<file path="src/hdl/edmc_pkg.sv">
// edmc_pkg: shared constants and types for the encoder distance move controller
// no dependencies
`timescale 1ns / 1ps

package edmc_pkg;

  localparam int TargetW  = 20;
  localparam int ZoneW    = 16;
  localparam int SpeedCfgW = 8;
  localparam int DriveW   = 9;
  localparam int AvgW     = 21;
  localparam int SpeedW   = 10;
  localparam int CfgIdxW  = 3;
  localparam int CfgDataW = 20;

  localparam logic [AvgW-1:0]          AvgMax    = {AvgW{1'b1}};
  localparam logic signed [SpeedW-1:0] MinSpeed  = 10'sd60;
  localparam logic signed [SpeedW-1:0] TrimSpeed = 10'sd15;
  localparam int                       TrimDiff  = 5;

  typedef enum logic [CfgIdxW-1:0] {
    RegTargetPulses  = 3'd0,
    RegBackward      = 3'd1,
    RegBaseSpeed     = 3'd2,
    RegSlowSpeed     = 3'd3,
    RegSlowZone      = 3'd4,
    RegUnitPulses    = 3'd5
  } cfg_reg_e;

endpackage

</file>
<file path="src/hdl/encoder_distance_move_controller.sv">
// encoder_distance_move_controller: quadrature decode, averaged distance and speed profile
// depends on edmc_pkg
//
//   channel | signals                                   | direction
//   in      | in_valid_i, in_stall_o, start/encoder pins | sample transaction in
//   out     | out_valid_o, out_stall_i, drives/done/avg  | result transaction out
//   cfg     | cfg_valid_i, cfg_ready_o, cfg_index_i/data | register write
//
// one sample per cycle while the output is not stalled; a sample passes the input register, then the result register
// encoder counts and move state update when a sample passes into the result register
// a stalled output holds both stages; the input register still fills while a result waits
// reset clears counts, levels, move state and loads register defaults; cfg is always ready
`timescale 1ns / 1ps

module encoder_distance_move_controller #(
  parameter int COUNT_WIDTH = 22
) (
  input  logic                                       clk_i,
  input  logic                                       rst_ni,
  input  logic                                       in_valid_i,
  output logic                                       in_stall_o,
  input  logic                                       start_req_i,
  input  logic                                       left_a_i,
  input  logic                                       left_b_i,
  input  logic                                       right_a_i,
  input  logic                                       right_b_i,
  output logic                                       out_valid_o,
  input  logic                                       out_stall_i,
  output logic signed [edmc_pkg::DriveW-1:0]         left_drive_o,
  output logic signed [edmc_pkg::DriveW-1:0]         right_drive_o,
  output logic                                       done_res_o,
  output logic [edmc_pkg::AvgW-1:0]                  average_count_o,
  input  logic                                       cfg_valid_i,
  output logic                                       cfg_ready_o,
  input  logic [edmc_pkg::CfgIdxW-1:0]               cfg_index_i,
  input  logic [edmc_pkg::CfgDataW-1:0]              cfg_data_i
);
  import edmc_pkg::*;

  localparam int CW = COUNT_WIDTH;
  localparam int WW = (CW > 22) ? CW : 22;
  localparam logic signed [CW-1:0] CountLim = {1'b0, {(CW-1){1'b1}}};
  localparam logic signed [CW:0]   DiffHi   = (CW+1)'(TrimDiff);
  localparam logic signed [CW:0]   DiffLo   = -DiffHi;

  // configuration registers
  logic [TargetW-1:0]   target_q;
  logic                 backward_q;
  logic [SpeedCfgW-1:0] base_q;
  logic [SpeedCfgW-1:0] slow_q;
  logic [ZoneW-1:0]     zone_q;
  logic [ZoneW-1:0]     unit_q;

  // input stage
  logic s1_valid_q, s1_start_q, s1_la_q, s1_lb_q, s1_ra_q, s1_rb_q;

  // move state
  logic signed [CW-1:0] left_cnt_q, left_cnt_d;
  logic signed [CW-1:0] right_cnt_q, right_cnt_d;
  logic                 last_l_q, last_l_d, last_r_q, last_r_d;
  logic                 moving_q, moving_d;

  // result stage
  logic                     out_valid_q;
  logic signed [DriveW-1:0] ldrive_q, ldrive_d, rdrive_q, rdrive_d;
  logic                     done_q, done_d;
  logic [AvgW-1:0]          avg_q, avg_d;

  logic out_adv, s1_fire, in_take;

  logic                      mov_eff, last_l_eff, last_r_eff;
  logic signed [CW-1:0]      lc_eff, rc_eff;
  logic [CW-1:0]             labs, rabs;
  logic [CW:0]               abs_sum;
  logic [WW-1:0]             avg_w;
  logic signed [WW:0]        rem, zone_s, unit_s;
  logic signed [CW:0]        diff;
  logic signed [SpeedW-1:0]  slow_s, half_src, half, mid, speed, ls, rs;

  function automatic logic signed [CW-1:0] bump(logic signed [CW-1:0] c, logic up);
    logic signed [CW-1:0] r;
    if (up) begin
      r = (c < CountLim) ? c + CW'(1) : CountLim;
    end else begin
      r = (c > -CountLim) ? c - CW'(1) : -CountLim;
    end
    return r;
  endfunction

  function automatic logic signed [SpeedW-1:0] clamp_slow(logic signed [SpeedW-1:0] x,
                                                          logic signed [SpeedW-1:0] hi);
    logic signed [SpeedW-1:0] r;
    if (x < MinSpeed) begin
      r = MinSpeed;
    end else if (x > hi) begin
      r = hi;
    end else begin
      r = x;
    end
    return r;
  endfunction

  assign out_adv     = !out_valid_q || !out_stall_i;
  assign s1_fire     = s1_valid_q && out_adv;
  assign in_stall_o  = s1_valid_q && !out_adv;
  assign in_take     = in_valid_i && !in_stall_o;
  assign cfg_ready_o = 1'b1;

  always_comb begin
    mov_eff    = moving_q;
    lc_eff     = left_cnt_q;
    rc_eff     = right_cnt_q;
    last_l_eff = last_l_q;
    last_r_eff = last_r_q;
    if (s1_start_q) begin
      mov_eff    = 1'b1;
      lc_eff     = '0;
      rc_eff     = '0;
      last_l_eff = s1_la_q;
      last_r_eff = s1_ra_q;
    end
    left_cnt_d  = lc_eff;
    right_cnt_d = rc_eff;
    last_l_d    = last_l_eff;
    last_r_d    = last_r_eff;
    if (mov_eff && (s1_la_q != last_l_eff)) begin
      left_cnt_d = bump(lc_eff, s1_la_q != s1_lb_q);
      last_l_d   = s1_la_q;
    end
    if (mov_eff && (s1_ra_q != last_r_eff)) begin
      right_cnt_d = bump(rc_eff, s1_ra_q != s1_rb_q);
      last_r_d    = s1_ra_q;
    end

    labs    = left_cnt_d[CW-1]  ? CW'(-left_cnt_d)  : CW'(left_cnt_d);
    rabs    = right_cnt_d[CW-1] ? CW'(-right_cnt_d) : CW'(right_cnt_d);
    abs_sum = {1'b0, labs} + {1'b0, rabs};
    avg_w   = WW'(abs_sum[CW:1]);
    avg_d   = (avg_w > WW'(AvgMax)) ? AvgMax : avg_w[AvgW-1:0];

    rem    = $signed({1'b0, WW'(target_q)}) - $signed({1'b0, avg_w});
    zone_s = $signed({1'b0, WW'(zone_q)});
    unit_s = $signed({1'b0, WW'(unit_q)});

    slow_s   = $signed({2'b00, slow_q});
    half_src = slow_s - MinSpeed;
    half     = (half_src + (half_src[SpeedW-1] ? SpeedW'(1) : SpeedW'(0))) >>> 1;
    mid      = MinSpeed + half;

    if (rem > zone_s) begin
      speed = $signed({2'b00, base_q});
    end else if (rem == zone_s) begin
      speed = clamp_slow(slow_s, slow_s);
    end else if (rem >= unit_s) begin
      speed = clamp_slow(mid, slow_s);
    end else begin
      speed = clamp_slow(MinSpeed, slow_s);
    end

    diff = $signed({1'b0, labs}) - $signed({1'b0, rabs});
    ls   = speed - ((diff > DiffHi) ? TrimSpeed : SpeedW'(0));
    rs   = speed - ((diff < DiffLo) ? TrimSpeed : SpeedW'(0));

    moving_d = mov_eff;
    done_d   = 1'b0;
    ldrive_d = '0;
    rdrive_d = '0;
    if (mov_eff) begin
      if (avg_w >= WW'(target_q)) begin
        done_d   = 1'b1;
        moving_d = 1'b0;
      end else if (backward_q) begin
        ldrive_d = DriveW'(-ls);
        rdrive_d = DriveW'(-rs);
      end else begin
        ldrive_d = DriveW'(ls);
        rdrive_d = DriveW'(rs);
      end
    end
  end

  always_ff @(posedge clk_i or negedge rst_ni) begin
    if (!rst_ni) begin
      target_q   <= '0;
      backward_q <= 1'b0;
      base_q     <= SpeedCfgW'(150);
      slow_q     <= SpeedCfgW'(100);
      zone_q     <= ZoneW'(81);
      unit_q     <= ZoneW'(40);
    end else if (cfg_valid_i && cfg_ready_o) begin
      case (cfg_reg_e'(cfg_index_i))
        RegTargetPulses: target_q   <= cfg_data_i[TargetW-1:0];
        RegBackward:     backward_q <= cfg_data_i[0];
        RegBaseSpeed:    base_q     <= cfg_data_i[SpeedCfgW-1:0];
        RegSlowSpeed:    slow_q     <= cfg_data_i[SpeedCfgW-1:0];
        RegSlowZone:     zone_q     <= cfg_data_i[ZoneW-1:0];
        RegUnitPulses:   unit_q     <= cfg_data_i[ZoneW-1:0];
        default: ;
      endcase
    end
  end

  always_ff @(posedge clk_i or negedge rst_ni) begin
    if (!rst_ni) begin
      s1_valid_q <= 1'b0;
    end else if (out_adv || !s1_valid_q) begin
      s1_valid_q <= in_take;
    end
  end

  always_ff @(posedge clk_i) begin
    if (in_take) begin
      s1_start_q <= start_req_i;
      s1_la_q    <= left_a_i;
      s1_lb_q    <= left_b_i;
      s1_ra_q    <= right_a_i;
      s1_rb_q    <= right_b_i;
    end
  end

  always_ff @(posedge clk_i or negedge rst_ni) begin
    if (!rst_ni) begin
      left_cnt_q  <= '0;
      right_cnt_q <= '0;
      last_l_q    <= 1'b0;
      last_r_q    <= 1'b0;
      moving_q    <= 1'b0;
      out_valid_q <= 1'b0;
    end else begin
      if (s1_fire) begin
        left_cnt_q  <= left_cnt_d;
        right_cnt_q <= right_cnt_d;
        last_l_q    <= last_l_d;
        last_r_q    <= last_r_d;
        moving_q    <= moving_d;
      end
      if (out_adv) begin
        out_valid_q <= s1_valid_q;
      end
    end
  end

  always_ff @(posedge clk_i) begin
    if (s1_fire) begin
      ldrive_q <= ldrive_d;
      rdrive_q <= rdrive_d;
      done_q   <= done_d;
      avg_q    <= avg_d;
    end
  end

  assign out_valid_o     = out_valid_q;
  assign left_drive_o    = ldrive_q;
  assign right_drive_o   = rdrive_q;
  assign done_res_o      = done_q;
  assign average_count_o = avg_q;

  // a finished move shows stopped drives and leaves the block idle
  a_done_stops: assert property (@(posedge clk_i) disable iff (!rst_ni)
    out_valid_o && done_res_o |-> left_drive_o == '0 && right_drive_o == '0 && !moving_q)
    else $error("done result with drive or move still active");

  // a non-zero drive is only shown while a move is in progress
  a_drive_moving: assert property (@(posedge clk_i) disable iff (!rst_ni)
    out_valid_o && (left_drive_o != '0 || right_drive_o != '0) |-> moving_q)
    else $error("drive shown while idle");

  // saturation keeps counts off the most negative code
  a_count_sat: assert property (@(posedge clk_i) disable iff (!rst_ni)
    left_cnt_q != -CountLim - CW'(1) && right_cnt_q != -CountLim - CW'(1))
    else $error("count beyond saturation limit");

  // an empty input register never stalls the input
  a_no_false_stall: assert property (@(posedge clk_i) disable iff (!rst_ni)
    !s1_valid_q |-> !in_stall_o)
    else $error("input stalled with empty input register");

  // counts change only when a sample passes to the result register
  a_count_hold: assert property (@(posedge clk_i) disable iff (!rst_ni)
    !s1_fire |=> $stable(left_cnt_q) && $stable(right_cnt_q))
    else $error("count changed without a sample");

endmodule

</file>
<file path="config.mk">
export PLATFORM = sky130hd
export DESIGN_NAME = encoder_distance_move_controller
export DESIGN_NICKNAME = d
export VERILOG_FILES = /design/src/hdl/edmc_pkg.sv /design/src/hdl/encoder_distance_move_controller.sv
export SDC_FILE = /design/constraint.sdc
export NUM_CORES = 1
export LEC_CHECK = 0
export ABC_AREA = 1
export BUFFER_PORTS_ARGS = -buffer_cell sky130_fd_sc_hd__buf_2
export CORE_MARGIN = 10
export CORE_UTILIZATION = 45
export CTS_CLUSTER_SIZE = 16
export DETAILED_ROUTE_END_ITERATION = 12
export PLACE_DENSITY_LB_ADDON = 0.08
export SYNTH_ARGS = -nofsm -noshare
export SYNTH_HDL_FRONTEND = slang
export SYNTH_SLANG_ARGS = --single-unit
</file>
<file path="constraint.sdc">
create_clock -name clk_i -period 12.3 [get_ports clk_i]
set_input_delay 2.46 -clock clk_i [delete_from_list [all_inputs] [get_ports clk_i]]
set_output_delay 2.46 -clock clk_i [all_outputs]
set_load 0.02 [all_outputs]
</file>
==> results.md <==
Run status:
- The flow ran to the end, and the final reports show no timing, DRC or antenna violations.

Timing:
- The share of the clock period used by the worst path is 90.6%.
- Setup repair after global routing left no endpoint under its margin.
- Setup violations remaining at the end of the flow were counted as 0.
- For this run, the top clock speed supported by timing is 89.8 MHz.
- The final critical delay including setup and external delays is 11.14 ns.
- In the final timing run, aggregate negative setup slack is 0 ns.
- The final-report max-slew violation count is 0.
- The number of endpoints with negative hold slack in the final report is 0.
- The max-slew headroom at the worst pin is 24.3%.
- The transition time at the pin with the least slew margin is 1.12 ns.
- Clock skew on the completed layout was measured at 0.00949 ns.
- The worst hold slack is 0.483 ns.

Die:
- The vertical die dimension is 213 um.
- The area of the core region is 36,600 um2.
- Measured along the x axis, the die boundary spans 213 um.
- 76 I/O pins were placed.
- The initial core utilization is 45.7%.
- The floorplan has 70 rows.
- The area of the die is 45,300 um2.

Critical path:
- The largest driver fanout on the critical path is 45.
- The sort of element at the start of the critical path is a register.
- The maximum single-stage delay on the critical path is 0.53 ns.
- The launching instance or port of the critical path is s1_start_q$_DFFE_PP_.
- Counting stages on the worst path, the most repeated cell is sky130_fd_sc_hd__nand2_1.
- The worst reg-to-reg path cell count is 62.
- The data arrival time of the worst path is 11.35 ns.
- The largest individual stage delay along the critical path comes from the cell sky130_fd_sc_hd__nor4_1.
- The critical path data required time is 12.51 ns.
- The capturing element type of the critical path is a register.
- The worst reg2reg path startpoint is s1_start_q$_DFFE_PP_.
- The worst setup path is of the register to register kind.

Place:
- The congestion estimate from routability-driven global placement came to 0.941.
- The HPWL after detailed placement is 40,100 um.
- Input and output buffers added on the ports amount to 74.

Routing:
- The average wire length per cell after detail routing is 16.7 um.
- The total wirelength of the detailed-routed design is 50,600 um.
- The number of nets still failing antenna checks after routing is 0.
- The routed layout has 16,200 vias.
- In the routed design, unresolved DRC markers number 0.
- The number of violations reported at the end of detailed-routing iteration 0 is 1,132.
- The post-detailed-route via-to-cell ratio is 5.34.
- The number of search-and-repair iterations in the first detailed-routing pass is 7.

Global route:
- For this run the aggregate overflow at the end of global routing stands at 0.
- The maximum number of pins on one net before global-route repair is 84.
- Global routing consumed, over all layers together, 22.5% of the routing resources.
- The number of global-route vias before repair came to 15,500.
- The initial antenna violation count came to 0.
- The global-route wire length before repair is 81,400 um.

Clock tree:
- Clock tree synthesis inserted a total of 17 buffers.
- In this run, post-CTS repair resized a total of 0 instances.
- The longest clock path from root to sink contains 2 buffers.
- After clock tree synthesis, the clock-pin slew on the worst setup and hold paths is 0.07 ns.
- Buffers inserted to repair hold after CTS numbered 0.
- The maximum level of the CTS H-tree is 4.
- The cell sitting at the root of the clock tree is a sky130_fd_sc_hd__clkbuf_16.
- For this design, the sink count on the clock tree is 163.
- The number of setup buffers added after CTS is 0.
- The later pin in the worst-skew pair is clocked with a latency of 0.46 ns.
- The CTS tree is done.

Synthesis:
- The synthesized netlist net count is 2,661.
- For this run, the leading register cell type out of synthesis is sky130_fd_sc_hd__dfrtp_1.
- The share of the yosys chip area belonging to registers is 25.8%.
- In this run, synthesis inferred 45 flip-flops with an integrated enable.
- The instance count of the mapped netlist is 2,505.
- The synthesized area per cell is 6.68 um2.
- The fraction of registers with async set or reset after synthesis is 72.4%.
- In this run, synthesis produced a sequential element count of 163.
- The post-synth design cell area is 16,700 um2.
- During synthesis, Yosys emitted a total of 0 warnings.
- The number of distinct library cell variants in the gate-level netlist after synthesis is 71.

Flow run:
- The number of violations of the max-capacitance limit is 0.

Worst hold path:
- The class of the most critical hold timing path is register to register.
- The worst hold path was traced through 2 stages.
- The worst hold path startpoint is s1_valid_q$_DFFE_PN0N_.

Cells and area:
- In the layout the commonest cells are sky130_fd_sc_hd__nand2_1 (545), sky130_fd_sc_hd__inv_1 (394), sky130_fd_sc_hd__nor2_1 (210).
- After the last flow step, the layout net total stands at 2,704.
- Leaving out fill and tap cells, the most frequent cell in the layout is sky130_fd_sc_hd__nand2_1.
- The number of antenna diodes in the final layout is 0.
- The count of filler cells inserted in the layout is 3,818.
- The area growth from synthesis to layout is 8.16%.
- The share of cells above drive strength 1 is 11.1%.
==> critical path: cells and delay by family, from the launching register on <==
family	cells	cell delay (ns)
buffers and inverters	10	1.34
xor gates and xnor gates	3	0.58
and+or+nand+nor	34	5.06
DFF	1	0.36
adders and majority gates	8	2.31
AOI/OAI and AO/OA	7	1.22
==> path summary, 6_finish.rpt <==
path                                                      end  slack [ns]
worst min-delay path                  out_valid_o$_DFFE_PN0P_        0.48
worst max-delay path            left_drive_o[8]$_SDFFCE_PN0P_        1.16
min in group asynchronous               unit_q[2]$_DFFE_PN0P_        2.05
worst max register to register  left_drive_o[8]$_SDFFCE_PN0P_        1.16
max in group asynchronous                last_l_q$_DFFE_PN0P_        8.82
worst min register to register        out_valid_o$_DFFE_PN0P_        0.48
==> flip-flops by register name (all words and copies together), names as in the netlist, 8 cells and up <==
register / flops
left_cnt_q: 22
right_cnt_q: 22
average_count_o: 21
target_q: 20
unit_q: 16
zone_q: 16
left_drive_o: 9
right_drive_o: 9
base_q: 8
slow_q: 8
==> per-stage QoR <==
step           setup WS (ns)  instance area (um2)  instances  util [%]
6_report                1.16                18100       3029      49.4
5_1_grt               0.0169                18100       3029      49.4
4_1_cts                0.760                18100       3029      49.4
3_5_place_dp           0.784                17500       2997      47.8
3_3_place_gp           0.982                17500       2997      47.8
2_1_floorplan           3.19                16700       2505         -
==> final cells by class <==
type	instances	area, um2	share of cell area [%]
Multi-Input combinational cell	1860	10500	58.2
Sequential cell	163	4320	23.9
Inverter	415	1560	8.63
Tap cell	468	586	3.24
Timing Repair Buffer	91	500	2.77
Clock buffer	17	425	2.35
Clock inverter	15	166	0.919
==> routing by layer <==
metal  vias up  global-route usage (%)  wire (um)  share of wire [%]
met5         -                       0          0                  0
met4         0                    7.93       1410                2.8
met3        68                    3.20       2340                4.6
met2       435                    38.1      24000                 47
met1      7467                    28.7      22900                 45
li1       8219                       -          -                  -
==> logic make-up (layout without fill, tap and decap cells) <==
logic type               Yosys count  in the layout  share of synthesized area (%)
adder cells (fa/ha/maj)          123            123                           9.42
AO/OA/AOI/OAI                    435            435                           14.6
flip-flops                       163            163                           25.8
buffers and inverters            482            538                           11.3
other                              1              1                         0.0224
multiplexers                       1              1                         0.0673
XOR/XNOR                         124            124                           6.49
AND/OR/NAND/NOR                 1176           1176                           32.3
==> synth_stat cells (4+ instances only) <==
library cell | instances | area (um2)
sky130_fd_sc_hd__o31ai_1 | 7 | 52.6
sky130_fd_sc_hd__a21o_1 | 4 | 30.0
sky130_fd_sc_hd__a21oi_1 | 111 | 556
sky130_fd_sc_hd__o22ai_1 | 4 | 25.0
sky130_fd_sc_hd__nor3_2 | 10 | 100
sky130_fd_sc_hd__xnor2_1 | 22 | 193
sky130_fd_sc_hd__nor4_1 | 10 | 62.6
sky130_fd_sc_hd__nor2_1 | 211 | 792
sky130_fd_sc_hd__o21ai_1 | 25 | 125
sky130_fd_sc_hd__a31oi_1 | 11 | 68.8
sky130_fd_sc_hd__nand2_2 | 48 | 300
sky130_fd_sc_hd__edfxtp_1 | 45 | 1350
sky130_fd_sc_hd__fa_1 | 5 | 100
sky130_fd_sc_hd__nand3_1 | 183 | 916
sky130_fd_sc_hd__o21bai_1 | 5 | 37.5
sky130_fd_sc_hd__o21ai_0 | 210 | 1050
sky130_fd_sc_hd__and2_1 | 18 | 113
sky130_fd_sc_hd__nor3_1 | 34 | 170
sky130_fd_sc_hd__nand2_4 | 4 | 45.0
sky130_fd_sc_hd__nand3_2 | 13 | 130
sky130_fd_sc_hd__nand2_1 | 545 | 2050
sky130_fd_sc_hd__inv_2 | 16 | 60.1
sky130_fd_sc_hd__ha_1 | 118 | 1480
sky130_fd_sc_hd__nand4_1 | 47 | 294
sky130_fd_sc_hd__nor2_2 | 26 | 163
sky130_fd_sc_hd__o21a_1 | 10 | 75.1
sky130_fd_sc_hd__a32oi_1 | 6 | 52.6
sky130_fd_sc_hd__nand3b_1 | 6 | 45.0
sky130_fd_sc_hd__nor2_4 | 8 | 90.1
sky130_fd_sc_hd__dfstp_2 | 12 | 315
sky130_fd_sc_hd__xor2_1 | 102 | 893
sky130_fd_sc_hd__buf_6 | 4 | 45.0
sky130_fd_sc_hd__buf_4 | 9 | 67.6
sky130_fd_sc_hd__o211ai_1 | 8 | 60.1
sky130_fd_sc_hd__clkinv_1 | 4 | 15.0
sky130_fd_sc_hd__inv_1 | 394 | 1480
sky130_fd_sc_hd__buf_2 | 14 | 70.1
sky130_fd_sc_hd__clkbuf_1 | 38 | 143
sky130_fd_sc_hd__a21oi_2 | 4 | 35.0
sky130_fd_sc_hd__o311ai_0 | 8 | 70.1
sky130_fd_sc_hd__dfrtp_1 | 106 | 2650
Power is not shown: default switching activity piles up to over one toggle a cycle in this logic, so the estimate is an artifact.
